===== config.mk =====
export PLATFORM = sky130hd
export DESIGN_NAME = dac_offset_calibration_search
export DESIGN_NICKNAME = d
export VERILOG_FILES = /design/src/sv/docs_pkg.sv /design/src/sv/docs_cfg_regs.sv /design/src/sv/docs_search_core.sv /design/src/sv/docs_out_stage.sv /design/src/sv/dac_offset_calibration_search.sv
export VERILOG_INCLUDE_DIRS = /design/src /design/src/sv
export SDC_FILE = /design/constraint.sdc
export NUM_CORES = 1
export LEC_CHECK = 0
export ABC_AREA = 1
export BUFFER_PORTS_ARGS = -buffer_cell sky130_fd_sc_hd__buf_2
export CORE_MARGIN = 3
export CORE_UTILIZATION = 62
export CTS_CLUSTER_SIZE = 10
export DETAILED_ROUTE_END_ITERATION = 6
export PLACE_DENSITY = 0.93
export SLEW_MARGIN = 30
export SYNTH_ARGS = -nofsm -noshare
export SYNTH_HDL_FRONTEND = slang
export SYNTH_SLANG_ARGS = --single-unit

===== constraint.sdc =====
create_clock -name i_clk -period 7.75 [get_ports i_clk]
set_input_delay 0.775 -clock i_clk [delete_from_list [all_inputs] [get_ports i_clk]]
set_output_delay 0.775 -clock i_clk [all_outputs]
set_load 0.01 [all_outputs]

===== src/sv/dac_offset_calibration_search_defines.svh =====
// assertion macros for the dac offset calibration search block
// used by the rtl files in this folder; no other dependencies
`ifndef DAC_OFFSET_CALIBRATION_SEARCH_DEFINES_SVH
`define DAC_OFFSET_CALIBRATION_SEARCH_DEFINES_SVH

// same-cycle implication, disabled during reset
`define DOCS_ASSERT_IMPL(label, clk, rst_n, ante, cons, msg) \
    label: assert property (@(posedge clk) disable iff (!rst_n) (ante) |-> (cons)) \
        else $error(msg);

// next-cycle implication, disabled during reset
`define DOCS_ASSERT_NEXT(label, clk, rst_n, ante, cons, msg) \
    label: assert property (@(posedge clk) disable iff (!rst_n) (ante) |=> (cons)) \
        else $error(msg);

`endif


===== src/sv/docs_pkg.sv =====
// shared types and constants for the dac offset calibration search block
// no dependencies
package docs_pkg;

    // sizes
    localparam int CHANNELS    = 16;
    localparam int MAX_SAMPLES = 32;
    localparam int DAC_BITS    = 12;
    localparam int CH_BITS     = 4;
    localparam int MOVE_BITS   = 5;
    localparam int STEP_BITS   = DAC_BITS + 1;

    localparam logic [DAC_BITS-1:0]  CODE_MAX  = {DAC_BITS{1'b1}};
    localparam logic [STEP_BITS-1:0] STEP_INIT = {1'b1, {DAC_BITS{1'b0}}};
    localparam logic [MOVE_BITS-1:0] MAX_MOVES = MOVE_BITS'(MAX_SAMPLES - 1);

    // input kinds
    localparam logic [1:0] KIND_START  = 2'd0;
    localparam logic [1:0] KIND_SAMPLE = 2'd1;
    localparam logic [1:0] KIND_RECALL = 2'd2;

    // result status codes
    localparam logic [2:0] ST_SEARCH   = 3'd0;
    localparam logic [2:0] ST_CONVERGE = 3'd1;
    localparam logic [2:0] ST_GAVE_UP  = 3'd2;
    localparam logic [2:0] ST_IGNORED  = 3'd3;
    localparam logic [2:0] ST_RECALL   = 3'd4;

    // configuration register indexes
    localparam logic [1:0] CFG_TARGET    = 2'd0;
    localparam logic [1:0] CFG_HALF_BAND = 2'd1;
    localparam logic [1:0] CFG_HEADER    = 2'd2;

    localparam logic [15:0] TARGET_RST    = 16'd26844;
    localparam logic [14:0] HALF_BAND_RST = 15'd250;
    localparam logic [3:0]  HEADER_RST    = 4'b0101;

    typedef struct packed {
        logic [15:0] target;
        logic [14:0] half_band;
        logic [3:0]  dac_header;
    } t_cfg;

    typedef struct packed {
        logic [1:0]         kind;
        logic [CH_BITS-1:0] channel;
        logic [15:0]        adc_sample;
    } t_in_item;

    typedef struct packed {
        logic [2:0]           status;
        logic [CH_BITS-1:0]   channel_out;
        logic [DAC_BITS-1:0]  dac_code;
        logic [15:0]          dac_word;
        logic [MOVE_BITS-1:0] moves;
    } t_out_item;

endpackage


===== src/sv/docs_cfg_regs.sv =====
// configuration registers: target, half band and dac command header
// depends on docs_pkg
module docs_cfg_regs (
    input  logic            i_clk,
    input  logic            i_rst_n,
    input  logic            i_cfg_we,
    input  logic [1:0]      i_cfg_index,
    input  logic [15:0]     i_cfg_wdata,
    output docs_pkg::t_cfg  o_cfg
);
    import docs_pkg::*;

    t_cfg r_cfg;

    // write by index, unknown indexes dropped
    always_ff @(posedge i_clk) begin
        if (!i_rst_n) begin
            r_cfg.target     <= TARGET_RST;
            r_cfg.half_band  <= HALF_BAND_RST;
            r_cfg.dac_header <= HEADER_RST;
        end else if (i_cfg_we) begin
            unique case (i_cfg_index)
                CFG_TARGET:    r_cfg.target     <= i_cfg_wdata;
                CFG_HALF_BAND: r_cfg.half_band  <= i_cfg_wdata[14:0];
                CFG_HEADER:    r_cfg.dac_header <= i_cfg_wdata[3:0];
                default: begin
                end
            endcase
        end
    end

    assign o_cfg = r_cfg;

endmodule


===== src/sv/docs_search_core.sv =====
// search state and per-item decision logic, plus the stored code per channel
// depends on docs_pkg and the assertion macro header
`include "dac_offset_calibration_search_defines.svh"

module docs_search_core (
    input  logic                i_clk,
    input  logic                i_rst_n,
    input  logic                i_fire,
    input  docs_pkg::t_in_item  i_item,
    input  docs_pkg::t_cfg      i_cfg,
    output docs_pkg::t_out_item o_result
);
    import docs_pkg::*;

    localparam logic [CH_BITS:0] CH_LIMIT = (CH_BITS+1)'(CHANNELS);

    logic                 r_searching, n_searching;
    logic                 r_raising, n_raising;
    logic                 r_first, n_first;
    logic [STEP_BITS-1:0] r_step, n_step;
    logic [DAC_BITS-1:0]  r_dac, n_dac;
    logic [MOVE_BITS-1:0] r_moves, n_moves;
    logic [CH_BITS-1:0]   r_active, n_active;
    logic [DAC_BITS-1:0]  r_codes [CHANNELS];

    logic                 chan_ok;
    logic [16:0]          upper_edge;
    logic [16:0]          sample_plus;
    logic                 above;
    logic                 below;
    logic                 raise_pre;
    logic                 halve;
    logic                 raise_new;
    logic [STEP_BITS-1:0] step_new;
    logic [STEP_BITS-1:0] up_sum;
    logic [STEP_BITS-1:0] down_diff;
    logic [DAC_BITS-1:0]  moved_dac;
    logic                 store_code;
    logic [2:0]           res_status;
    logic [CH_BITS-1:0]   res_chan;
    logic [DAC_BITS-1:0]  res_code;

    // band edges without wrap
    assign chan_ok     = {1'b0, i_item.channel} < CH_LIMIT;
    assign upper_edge  = {1'b0, i_cfg.target} + {2'b00, i_cfg.half_band};
    assign sample_plus = {1'b0, i_item.adc_sample} + {2'b00, i_cfg.half_band};
    assign above       = {1'b0, i_item.adc_sample} > upper_edge;
    assign below       = sample_plus < {1'b0, i_cfg.target};

    // direction and step; the first sample seeds the direction so the step halves
    assign raise_pre = r_first ? below : r_raising;
    assign halve     = (below && raise_pre) || (above && !raise_pre);
    assign raise_new = halve ? above : raise_pre;
    assign step_new  = halve ? (r_step >> 1) : r_step;

    // move with clamp at top; a step down past zero gives code one
    assign up_sum    = {1'b0, r_dac} + step_new;
    assign down_diff = {1'b0, r_dac} - step_new;
    always_comb begin
        if (raise_new) begin
            moved_dac = (up_sum > {1'b0, CODE_MAX}) ? CODE_MAX : up_sum[DAC_BITS-1:0];
        end else if ({1'b0, r_dac} < step_new) begin
            moved_dac = DAC_BITS'(1);
        end else begin
            moved_dac = down_diff[DAC_BITS-1:0];
        end
    end

    // next state and result for the item at hand
    always_comb begin
        n_searching = r_searching;
        n_raising   = r_raising;
        n_first     = r_first;
        n_step      = r_step;
        n_dac       = r_dac;
        n_moves     = r_moves;
        n_active    = r_active;
        store_code  = 1'b0;
        res_status  = ST_IGNORED;
        res_chan    = r_active;
        res_code    = r_dac;
        priority if (i_item.kind == KIND_START && chan_ok) begin
            n_active    = i_item.channel;
            n_searching = 1'b1;
            n_first     = 1'b1;
            n_raising   = 1'b0;
            n_step      = STEP_INIT;
            n_dac       = '0;
            n_moves     = '0;
            res_status  = ST_SEARCH;
            res_chan    = i_item.channel;
            res_code    = '0;
        end else if (i_item.kind == KIND_RECALL && chan_ok) begin
            res_status = ST_RECALL;
            res_chan   = i_item.channel;
            res_code   = r_codes[i_item.channel];
        end else if (i_item.kind == KIND_SAMPLE && r_searching) begin
            if (!above && !below) begin
                n_searching = 1'b0;
                store_code  = 1'b1;
                res_status  = ST_CONVERGE;
            end else if (r_moves >= MAX_MOVES) begin
                n_searching = 1'b0;
                store_code  = 1'b1;
                res_status  = ST_GAVE_UP;
            end else begin
                n_first    = 1'b0;
                n_raising  = raise_new;
                n_step     = step_new;
                n_dac      = moved_dac;
                n_moves    = r_moves + MOVE_BITS'(1);
                res_status = ST_SEARCH;
                res_code   = moved_dac;
            end
        end else begin
            res_status = ST_IGNORED;
        end
    end

    assign o_result.status      = res_status;
    assign o_result.channel_out = res_chan;
    assign o_result.dac_code    = res_code;
    assign o_result.dac_word    = 16'({i_cfg.dac_header, res_code});
    assign o_result.moves       = (res_status == ST_SEARCH) ? n_moves : r_moves;

    // search state
    always_ff @(posedge i_clk) begin
        if (!i_rst_n) begin
            r_searching <= 1'b0;
            r_raising   <= 1'b0;
            r_first     <= 1'b0;
            r_step      <= STEP_INIT;
            r_dac       <= '0;
            r_moves     <= '0;
            r_active    <= '0;
        end else if (i_fire) begin
            r_searching <= n_searching;
            r_raising   <= n_raising;
            r_first     <= n_first;
            r_step      <= n_step;
            r_dac       <= n_dac;
            r_moves     <= n_moves;
            r_active    <= n_active;
        end
    end

    // stored code per channel, cleared at reset
    always_ff @(posedge i_clk) begin
        if (!i_rst_n) begin
            for (int i = 0; i < CHANNELS; i++) begin
                r_codes[i] <= '0;
            end
        end else if (i_fire && store_code) begin
            r_codes[r_active] <= r_dac;
        end
    end

    `DOCS_ASSERT_NEXT(a_start_clears, i_clk, i_rst_n, i_fire && i_item.kind == KIND_START, r_searching && r_moves == '0 && r_dac == '0, "start did not reset the search")
    `DOCS_ASSERT_NEXT(a_move_limit, i_clk, i_rst_n, i_fire && i_item.kind == KIND_SAMPLE && r_searching && r_moves == MAX_MOVES, !r_searching, "search ran past the move limit")
    `DOCS_ASSERT_IMPL(a_step_bound, i_clk, i_rst_n, r_searching, r_step <= STEP_INIT && r_moves <= MAX_MOVES, "step or move count out of range")

endmodule


===== src/sv/docs_out_stage.sv =====
// result register between the decision logic and the output channel
// depends on docs_pkg
module docs_out_stage (
    input  logic                i_clk,
    input  logic                i_rst_n,
    input  logic                i_load,
    input  docs_pkg::t_out_item i_result,
    input  logic                i_out_ready,
    output logic                o_out_valid,
    output docs_pkg::t_out_item o_out_item
);
    import docs_pkg::*;

    logic      r_valid;
    t_out_item r_item;

    // valid flag: set on load, cleared when taken
    always_ff @(posedge i_clk) begin
        if (!i_rst_n) begin
            r_valid <= 1'b0;
        end else if (i_load) begin
            r_valid <= 1'b1;
        end else if (i_out_ready) begin
            r_valid <= 1'b0;
        end
    end

    // payload
    always_ff @(posedge i_clk) begin
        if (i_load) begin
            r_item <= i_result;
        end
    end

    assign o_out_valid = r_valid;
    assign o_out_item  = r_item;

endmodule


===== src/sv/dac_offset_calibration_search.sv =====
// DAC offset calibration by step-halving search, one search per channel with
// the final code kept for recall. A start item drives code 0 with step 4096;
// each sample item during a search either converges, gives up after 31 moves,
// or yields the next code to drive. The block takes one item per clock while
// the output is taken: an item sits in the input register, the decision logic
// and the search state update in that cycle, and the result lands in the
// output register.
// Configuration writes take effect on the next clock; write them only while
// no item is in flight.
// depends on docs_pkg, docs_cfg_regs, docs_search_core, docs_out_stage
`include "dac_offset_calibration_search_defines.svh"

module dac_offset_calibration_search (
    input  logic                i_clk,
    input  logic                i_rst_n,
    input  logic                i_in_valid,
    output logic                o_in_ready,
    input  docs_pkg::t_in_item  i_in_item,
    output logic                o_out_valid,
    input  logic                i_out_ready,
    output docs_pkg::t_out_item o_out_item,
    input  logic                i_cfg_we,
    input  logic [1:0]          i_cfg_index,
    input  logic [15:0]         i_cfg_wdata
);
    import docs_pkg::*;

    logic      r_in_valid;
    t_in_item  r_in_item;
    logic      advance;
    t_cfg      cfg;
    t_out_item result;

    // item moves on when the result register is free or being emptied
    assign advance    = r_in_valid && (!o_out_valid || i_out_ready);
    assign o_in_ready = !r_in_valid || advance;

    // input register
    always_ff @(posedge i_clk) begin
        if (!i_rst_n) begin
            r_in_valid <= 1'b0;
        end else if (o_in_ready) begin
            r_in_valid <= i_in_valid;
        end
    end

    always_ff @(posedge i_clk) begin
        if (o_in_ready && i_in_valid) begin
            r_in_item <= i_in_item;
        end
    end

    docs_cfg_regs u_cfg (
        .i_clk       (i_clk),
        .i_rst_n     (i_rst_n),
        .i_cfg_we    (i_cfg_we),
        .i_cfg_index (i_cfg_index),
        .i_cfg_wdata (i_cfg_wdata),
        .o_cfg       (cfg)
    );

    docs_search_core u_core (
        .i_clk    (i_clk),
        .i_rst_n  (i_rst_n),
        .i_fire   (advance),
        .i_item   (r_in_item),
        .i_cfg    (cfg),
        .o_result (result)
    );

    docs_out_stage u_out (
        .i_clk       (i_clk),
        .i_rst_n     (i_rst_n),
        .i_load      (advance),
        .i_result    (result),
        .i_out_ready (i_out_ready),
        .o_out_valid (o_out_valid),
        .o_out_item  (o_out_item)
    );

    `DOCS_ASSERT_NEXT(a_in_hold, i_clk, i_rst_n, r_in_valid && o_out_valid && !i_out_ready, r_in_valid && $stable(r_in_item), "stalled item lost from input register")
    `DOCS_ASSERT_IMPL(a_empty_ready, i_clk, i_rst_n, !r_in_valid, o_in_ready, "empty input register not ready")
    `DOCS_ASSERT_NEXT(a_out_hold, i_clk, i_rst_n, o_out_valid && !i_out_ready, o_out_valid && $stable(o_out_item), "waiting result changed before it was taken")

endmodule

======== Word-level counts from Yosys, hierarchy flattened ========
Memory sizes are Yosys's and may differ from the RTL's. A register that Yosys moved wholly into a read port is not among the register bits.
Index checks and enable logic that the tools add are counted.
word-level totals
  bits in writable memories ............... 192
  memories kept ........................... 1
  flip-flop bits (word level) ............. 136
cells by class
  order comparisons ....................... 5
  eq/ne operators ......................... 7
  reductions and logical operators ........ 29
  muxes and demuxes ....................... 61
  add/sub/neg operators ................... 5
memories
  memory          depth  bits a word  rd ports  clocked after memory_dff  wr ports  RTL line                RTL
  u_core.r_codes  16     12           1         1                         16        docs_search_core.sv:24  logic [DAC_BITS-1:0] r_codes [CHANNELS];
operators with widths
  kind                  number
  $mux 12               11
  $mux 13               6
  $add 16x15->17        2
  $mux 5                6
  $mux 1                29
  $gt 16x17->1          1
  $lt 17x16->1          1
  $mux 4                4
  $add 12x13->13        1
  $gt 13x12->1 const B  1
  $lt 12x13->1          1
  $mux 3                4
  $reduce_or 12->1      1
  $sub 12x12->12        1
  $reduce_and 2->1      5
  $logic_and 1x1->1     7
  $ne 2x1->1 const B    3
  $add 5x1->5 const B   1
  $ge 5x5->1 const B    1
  $logic_not 1->1       5
  $reduce_and 5->1      1
  $eq 2x1->1 const B    2
  $eq 2x2->1 const B    2
  $logic_not 2->1       2
  other kinds (6)       9

======== Depth between registers and ports, before layout ========
Gate-level depths: netlist of the first run.
  word-level depth ........................ 16
  gate-level depth with buffers ........... 41

======== Cells and area by module ========
A second synthesis of the first run with hierarchy kept.
second synthesis, totals
  cell total of the unflattened synthesis .. 1,972
  area total of the unflattened synthesis .. 17,464.2 µm²
modules (own cells, without submodules)
  module                         times used  cells an instance  area each (µm²)
  docs_search_core               1           1,698              14,091.0
  docs_cfg_regs                  1           197                1,402.6
  docs_out_stage                 1           46                 1,244.9
  dac_offset_calibration_search  1           31                 725.7

======== Worst setup path before layout of the first run ========
No wires, ideal clock.
  path kind ............................... reg-to-reg
  start ................................... reg r_in_item[2] in the netlist's numbering
  end ..................................... reg u_out.r_item, in the netlist u_out.o_out_item[10] (data pin)
  cell stages (with the launch flop) ...... 37
  library setup time ...................... 0.254 ns
  setup slack ............................. 1.937 ns
  arrival time ............................ 5.559 ns
  clock period less this slack ............ 5.813 ns
  cells stage by stage .................... edfxtp_1 ha_1 a21oi_1 nand2_1 nand2_1 o211ai_1 a21oi_1 o21bai_1 nand2_1 nand2_1 a21oi_1 o21ai_0 nand2_1 nand2_1 a21oi_1 xnor2_1 ha_1 a211oi_1 o21ai_0 nand2_1 nand3_1 nand2_1 clkbuf_1 nand2_1 o21ai_0 inv_1 fa_1 o31ai_1 a21oi_1 o21a_1 o21ai_0 nand4_1 nand3_1 buf_2 nand4_1 nand3_1 nand2_1
on the way
  longest elaborated chain between the ends .. 16
RTL lines
  element                 RTL line                             RTL
  from (decl)             dac_offset_calibration_search.sv:29  t_in_item r_in_item;
  from (signal assigned)  dac_offset_calibration_search.sv:49  r_in_item <= i_in_item;
  $add 16x15->17          docs_search_core.sv:46               assign sample_plus = {1'b0, i_item.adc_sample} + {2'b00, i_cfg.half_band};
  $lt 17x16->1            docs_search_core.sv:48               assign below = sample_plus < {1'b0, i_cfg.target};
  $mux 1                  docs_search_core.sv:51               assign raise_pre = r_first ? below : r_raising;
  $logic_not 1->1         docs_search_core.sv:52               assign halve = (below && raise_pre) || (above && !raise_pre);
  $logic_and 1x1->1       docs_search_core.sv:52
  $logic_or 1x1->1        docs_search_core.sv:52
  $mux 13                 docs_search_core.sv:54               assign step_new = halve ? (r_step >> 1) : r_step;
  $add 12x13->13          docs_search_core.sv:57               assign up_sum = {1'b0, r_dac} + step_new;
  $gt 13x12->1            docs_search_core.sv:61               moved_dac = (up_sum > {1'b0, CODE_MAX}) ? CODE_MAX : up_sum[DAC_BITS-1:0];
  $mux 12                 docs_search_core.sv:61
  $mux 12                 docs_search_core.sv:60               if (raise_new) begin
  $mux 12                 docs_search_core.sv:102              end else if (r_moves >= MAX_MOVES) begin
  $mux 12 *               docs_search_core.sv:98               if (!above && !below) begin
  $mux 12 *               docs_search_core.sv:97               end else if (i_item.kind == KIND_SAMPLE && r_searching) begin
  $mux 12 *               docs_search_core.sv:93               end else if (i_item.kind == KIND_RECALL && chan_ok) begin
  $mux 12 *               docs_search_core.sv:82               priority if (i_item.kind == KIND_START && chan_ok) begin
  to (signal assigned)    docs_out_stage.sv:31                 r_item <= i_result;
  to (decl)               docs_out_stage.sv:15                 t_out_item r_item;
Every way passes the cells marked *; elsewhere a longest branch is shown, timed or not.
A chain may end at the register's enable or synchronous reset.

======== Worst setup path in the final report of the first run ========
  start ................................... reg u_cfg.r_cfg, in the netlist u_cfg.o_cfg[8]
  end ..................................... reg u_out.r_item, in the netlist u_out.o_out_item[9] (data pin)
on the way
  longest elaborated chain between the ends .. 16
RTL lines
  element            RTL line                 RTL
  from (decl)        docs_cfg_regs.sv:13      t_cfg r_cfg;
  $add 16x15->17     docs_search_core.sv:46
  $lt 17x16->1       docs_search_core.sv:48
  $mux 1             docs_search_core.sv:51
  $logic_not 1->1    docs_search_core.sv:52
  $logic_and 1x1->1  docs_search_core.sv:52
  $logic_or 1x1->1   docs_search_core.sv:52
  $mux 13            docs_search_core.sv:54
  $add 12x13->13     docs_search_core.sv:57
  $gt 13x12->1       docs_search_core.sv:61
  $mux 12            docs_search_core.sv:61
  $mux 12            docs_search_core.sv:60
  $mux 12            docs_search_core.sv:102
  $mux 12 *          docs_search_core.sv:98
  $mux 12 *          docs_search_core.sv:97
  $mux 12 *          docs_search_core.sv:93
  $mux 12 *          docs_search_core.sv:82
Marks and branches as above.

==> reports/results.txt, run 1 <==
Status = complete, but fails checks
Failing checks = DRC
Initial antenna violation count = 1
Period minus WS final = 7.05 ns
Unrepaired setup endpoints after global routing = false
DR vias = 14.2k
Largest net degree at the start of global routing = 97
Fill cell total of the finished layout = 1764
Die ar. = 0.0294 mm²
Die span in x = 172 µm
Area share of the largest cell type after synthesis = 0.428
DRT iter0 DRCs = 2142
Final nets = 2032
Sequential share of power = 0.477
Slowest cell on the critical path = o21ai_0
Worst setup startpoint = u_cfg.o_cfg[8]
Skew-Pair Late Insertion Delay = 0.53 ns
Sw Share = 0.271
Main synth FF type = edfxtp_1
Slew Limit Fails = 0
Synth area leaders = edfxtp_1 43%, dfxtp_1 9.2%, nor2_1 7.0%
Setup TNS Final = 0 ns
Register area share after synthesis = 0.520
I/O pin total = 87
Hold_buf cts = 0
CTS max path bufs = 3
Storage cell area = 0.00883 mm²
Worst R2R Start = u_cfg.o_cfg[8]
Hold crit path type = in2reg
Sw Pwr = 1.10 mW
Most common cell after layout, fill and taps aside = nor2_1
Worst setup EP type = flip-flop
Hold_sp = i_in_item[11]
Max stage delay on crit path = 0.53 ns
Leak pwr = 7.21 nW
CTS H-Tree Depth = 2
GP Congestion = 0.935
Yosys warnings = 0
DRC = 17
Syn nets = 2010
Vias in the first global route = 13.6k
Yosys reg bits = 320
Rel. slew slack = 0.357
Core footprint = 0.0265 mm²
Number of detailed-route iterations in the first pass = 7
Synth Area in XOR/XNOR = 0.0206
Crit path DAT = 7.33 ns
Unique masters post-synth = 42
Hold Slack = 0.430 ns
Post-CTS Resized = 0
Most frequent cells in the layout = 317 x nor2_1, 278 x nand2_1, 242 x edfxtp_1
Synth async-reset ratio = 0
CTS buffer count = 37
Initial Utilization = 0.641
Max IR drop VDD = 187 µV
Startpoint Class = flip-flop
Main combinational cell family by area after synthesis = simple AND/OR/NAND/NOR gates
DIE HEIGHT = 172 µm
Synth Area in Compound Gates = 0.125
Area growth, synth to finish = 8.26%
Setup Viol. Count Final = 0
Root buffer cell = clkbuf_16
First-pass GRT wire length = 71600 µm
Post-CTS setup buffers = 0
Reg clk slew, reported paths = 0.06 ns
Vias per Instance = 6.34
Hpwl dp = 29300 µm
Non-Filler Instances = 2246
Drt total wl = 45700 µm
Total power density per cell area = 222 mW/mm²
Per-cell routed wire length = 20.3 µm
Final Util = 0.694
Area of the multi-input gates = 0.00697 mm²
Post-route ant nets = 0
Post-synth EDFFs = 242
Worst Max-Slew Pin Slew = 0.964 ns
Logic pwr share = 0.140
Final clock period utilization by the worst path = 0.909
# clock sinks = 320
Simple-gate area share of the yosys netlist = 0.191
Worst Path Required = 8.04 ns
Cell area after synthesis = 0.0170 mm²
Worst Skew = 0.0231 ns
Post-synth top area cell = edfxtp_1
Avg Inst Size Synth = 9.09 µm²
# rows = 59
GRT Total Usage = 0.308
Post-synthesis mux area share = 0
Adder-cell share of the synthesized area = 0.0725
Fmax = 142 MHz
Port buffer count = 86
Internal = 2.97 mW
Clock power frac = 0.383
GR Overflow Total = 0
Cells after Synth = 1869
Crit Path Category = reg2reg
Placed Cells = 2186
Crit path top cell by count = nand2_1
Total of max-cap violations = 0
Worst-path fanout max = 24
CTS tree = done
Share of layout cells above drive strength 1 = 0.110
Fin. Hold Viols = 0
==> cells in the mapped netlist, types with 2 or more instances <==
cell type / count
a21oi_1: 104
edfxtp_1: 242
buf_6: 16
nand2_1: 279
nor2_1: 318
o221ai_1: 35
clkinv_1: 13
buf_1: 2
o22ai_1: 13
a21oi_2: 2
a211oi_1: 3
nand3b_1: 3
o211ai_1: 27
nor2_2: 31
buf_2: 7
nand3_2: 2
nor3_2: 4
inv_2: 2
fa_1: 4
dfxtp_1: 78
a31oi_1: 2
buf_4: 12
nand4_1: 28
a21o_1: 3
xnor2_1: 17
inv_1: 144
nand2_2: 19
xor2_1: 23
nand3_1: 70
ha_1: 92
or2_2: 5
clkbuf_1: 78
o31ai_1: 2
nor3_1: 10
o21ai_0: 166
o21bai_1: 7
==> area by class of cell <==
cell class              instances  share of cell area
inverters                     159              0.0325
clock inverters                 3             0.00225
clock buffers                  55              0.0540
diodes                          1            0.000136
flip-flops and latches        320               0.480
well taps                     335              0.0228
repair buffers                 98              0.0294
multi-input cells            1275               0.379
==> power groups by stage <==
stage	combinational [mW]	sequential, mW	clock (mW)
finish	0.571	1.94	1.56
CTS	0.551	1.94	1.55
detailed placement	0.542	1.98	0
floorplan	0.393	1.97	0
global route	0.625	1.95	1.62
global placement	0.521	1.97	0
==> critical path: cells and delay by family, from the launching register on <==
family                   cells  cell delay, ns
AND/OR/NAND/NOR             15            2.20
flip-flops                   1            0.34
AO/OA/AOI/OAI               13            2.70
XOR/XNOR                     1            0.15
buffers and inverters        2            0.27
adder cells (fa/ha/maj)      3            1.14
==> registers in the layout, summed over array words and instances (netlist names), 4 cells and up, named ones only <==
signal            flops
u_core.r_active       4
u_core.r_step        13
u_cfg.o_cfg          35
u_core.r_codes      192
r_in_item            22
u_out.o_out_item     28
u_core.r_dac         12
u_core.r_moves        5
==> final timing paths <==
check                                       endpoint  slack, ns  cells past startpoint
worst max-delay path             u_out.o_out_item[9]       0.70                     34
worst min-delay path                   r_in_item[11]       0.43                      1
worst max register to register   u_out.o_out_item[9]       0.70                     34
worst min register to register  u_out.o_out_item[19]       0.43                      0
==> routing by layer <==
| layer | GRT usage | vias to the layer above | routed length, µm |
|---|---|---|---|
| li1 | - | 6388 | - |
| met1 | 0.408 | 6612 | 17000 |
| met2 | 0.491 | 1041 | 21300 |
| met3 | 0.0678 | 205 | 5350 |
| met4 | 0.137 | 0 | 2060 |
| met5 | 0 | - | 0 |
==> per-stage QoR <==
stage | setup WS, ns | power (mW) | area [µm²]
after floorplan | 1.94 | 2.36 | 17000
after global placement | 0.969 | 2.49 | 17300
after detailed placement | 0.617 | 2.52 | 17300
after CTS | 0.547 | 4.05 | 18400
after global routing | 0.123 | 4.19 | 18400
final | 0.705 | 4.07 | 18400
==> cells by family (layout without fill, tap and decap cells) <==
logic type,after synthesis,count (layout)
compound gates,369,369
xor+xnor,40,40
fa+ha+maj,96,96
buf+inv,274,315
flops,320,320
other cells,0,1
simple gates,770,770
No activity file was read; power rests on OpenSTA's default activity.
==> inputs of run 2 (changes only) <==
==> constraint.sdc (replaced) <==
create_clock -name i_clk -period 7.7 [get_ports i_clk]
set_input_delay 0.77 -clock i_clk [delete_from_list [all_inputs] [get_ports i_clk]]
set_output_delay 0.77 -clock i_clk [all_outputs]
set_load 0.01 [all_outputs]
==> run 2 against run 1 <==
Compared with the run above: the run still ends with DRC left; worst hold slack got worse by 0.0017 ns; clock skew rose by 0.017 ns; clock power rose by 4%; count of clock-buffer cells in the layout rose by 1; global-route usage rose by 0.73 points; register-to-register slack improved by 0.08 ns; maximum frequency rose by 1.9%; cell area barely moved; first-iteration DRC count rose by 7.4%; final cell count did not move; sequential power barely moved; critical endpoint is now u_out.o_out_item[14].
==> reports/results.txt, run 2 (synthesized netlist as in run 1, its figures left out) <==
CTS max path bufs = 3 (unchanged)
Fill cell total of the finished layout = 1778 (+0.79%)
Skew-Pair Late Insertion Delay = 0.54 ns (about the same)
Final Util = 0.694 (about the same)
GP Congestion = 0.939 (+0.47%)
Worst Skew = 0.0400 ns (+0.0169 ns)
Unrepaired setup endpoints after global routing = false
Worst Path Required = 7.96 ns (-0.08 ns)
Largest register FFs = 192 (unchanged)
Worst-path fanout max = 24 (unchanged)
Rel. slew slack = 0.324 (-0.0336)
Fmax = 145 MHz (+1.9%)
Status = complete, but fails checks
Final clock period utilization by the worst path = 0.898 (-0.0112)
Failing checks = DRC
Die span in x = 172 µm (unchanged)
CTS H-Tree Depth = 2 (unchanged)
Crit path DAT = 7.18 ns (-0.15 ns)
# rows = 59 (unchanged)
Reg clk slew, reported paths = 0.05 ns (about the same)
Setup Viol. Count Final = 0 (unchanged)
Hold crit path type = in2reg
Period minus WS final = 6.91 ns (-0.132 ns)
Per-cell routed wire length = 20.6 µm (+1.2%)
Fin area = 0.0184 mm² (about the same)
Die ar. = 0.0294 mm² (unchanged)
Total power density per cell area = 226 mW/mm² (+1.9%)
# clock sinks = 320 (unchanged)
Worst setup EP type = flip-flop
Reg2reg path depth = 35 (+2.9%)
Crit Path Category = reg2reg
DRC = 21 (+4)
WHS Endpoint = r_in_item[2]
I/O pin total = 87 (unchanged)
Most frequent cells in the layout = 317 x nor2_1, 278 x nand2_1, 242 x edfxtp_1
Worst Max-Slew Pin Slew = 1.01 ns (+0.0505 ns)
Hold_sp = i_in_item[2]
Area growth, synth to finish = 8.32% (about the same)
CTS tree = done
CTS buffer count = 38 (+2.7%)
Most common cell after layout, fill and taps aside = nor2_1
Post-route ant nets = 0 (unchanged)
Slowest cell on the critical path = nand3_1
Port buffer count = 86 (unchanged)
Hold Slack = 0.428 ns (-0.00166 ns)
Area after DPL = 0.0173 mm² (unchanged)
Number of detailed-route iterations in the first pass = 7 (unchanged)
Crit path top cell by count = nand2_1
Hpwl dp = 29300 µm (-0.12%)
Root buffer cell = clkbuf_16
GR Overflow Total = 0 (unchanged)
Startpoint Class = flip-flop
Max IR drop VDD = 199 µV (+6.6%)
Final nets = 2032 (unchanged)
Leak pwr = 7.21 nW (about the same)
DIE HEIGHT = 172 µm (unchanged)
DR vias = 14.3k (+0.084%)
DRT iter0 DRCs = 2300 (+7.4%)
Vias in the first global route = 13.9k (+2.4%)
Antenna cells = 0 (-1)
Setup TNS Final = 0 ns (unchanged)
Top reg by flops = u_core.r_codes
First-pass GRT wire length = 73800 µm (+3.0%)
Drt total wl = 46300 µm (+1.2%)
Core footprint = 0.0265 mm² (unchanged)
Reg-to-reg setup timing slack = 0.79 ns (+0.08 ns)
Total of max-cap violations = 0 (unchanged)
Initial antenna violation count = 0 (-1)
WHS Path Cells = 1 (unchanged)
Initial Utilization = 0.641 (unchanged)
Reg-to-Reg End = u_out.o_out_item[14]
Slew Limit Fails = 0 (unchanged)
Overall power = 4.15 mW (+1.9%)
Fin. Hold Viols = 0 (unchanged)
GRT Total Usage = 0.315 (+0.00732)
Hold_buf cts = 0 (unchanged)
Share of layout cells above drive strength 1 = 0.111 (+0.000465)
Largest net degree at the start of global routing = 97 (unchanged)
Vias per Instance = 6.35 (about the same)
Worst R2R Start = r_in_item[2]
Max stage delay on crit path = 0.42 ns (-0.11 ns)
-- run 2: where the power goes --
| group | internal, mW | total, mW | switching, mW |
|---|---|---|---|
| clock | 0.922 | 1.62 | 0.697 |
| combinational | 0.180 | 0.577 | 0.396 |
| sequential | 1.92 | 1.96 | 0.0371 |
-- run 2: how the worst max path moves through the flow --
stage	from	end	slack (ns)	depth (start not counted)
3_3_place_gp	u_cfg.o_cfg[9]	u_out.o_out_item[10]	0.90	34
5_1_grt	r_in_item[2]	u_out.o_out_item[14]	0.10	35
4_1_cts	r_in_item[2]	u_out.o_out_item[14]	0.63	35
6_report	r_in_item[2]	u_out.o_out_item[14]	0.79	35
2_1_floorplan	r_in_item[2]	u_out.o_out_item[10]	1.89	36
3_5_place_dp	u_cfg.o_cfg[8]	u_out.o_out_item[15]	0.69	34
-- run 2: layout make-up --
cell class | instances | area (µm²) | area share
clock buffers | 56 | 1030 | 0.0559
clock inverters | 4 | 42.5 | 0.00231
inverters | 159 | 597 | 0.0324
multi-input cells | 1275 | 6970 | 0.379
flip-flops and latches | 320 | 8830 | 0.480
well taps | 335 | 419 | 0.0228
repair buffers | 97 | 513 | 0.0279
-- run 2: timing repair --
item | 4_1_cts | 5_1_grt
setup buffers | 0 | 0
endpoints found under the hold margin | 0 | 0
setup endpoints to repair | 0 | 24
gates resized for setup | 0 | 3
-- run 2: critical path, delay by kind of cell, from the launching register on --
family,cells,cell delay [ns]
AOI/OAI and AO/OA,13,2.68
and+or+nand+nor,16,2.20
adders and majority gates,4,1.17
DFF,1,0.41
xor gates and xnor gates,1,0.13
buffers and inverters,1,0.06
-- run 2: per-stage QoR --
stage,std cells,worst slack (ns)
finish,2246,0.787
detailed placement,2186,0.689
global route,2246,0.103
global placement,2186,0.902
floorplan,1869,1.89
CTS,2246,0.629
-- run 2: per-layer routing --
layer / global-route usage / vias to the layer above / share of wire
met3: 0.0644 / 195 / 0.12
li1: - / 6393 / -
met5: 0 / - / 0
met1: 0.420 / 6610 / 0.37
met2: 0.514 / 1060 / 0.47
met4: 0.120 / 0 / 0.045
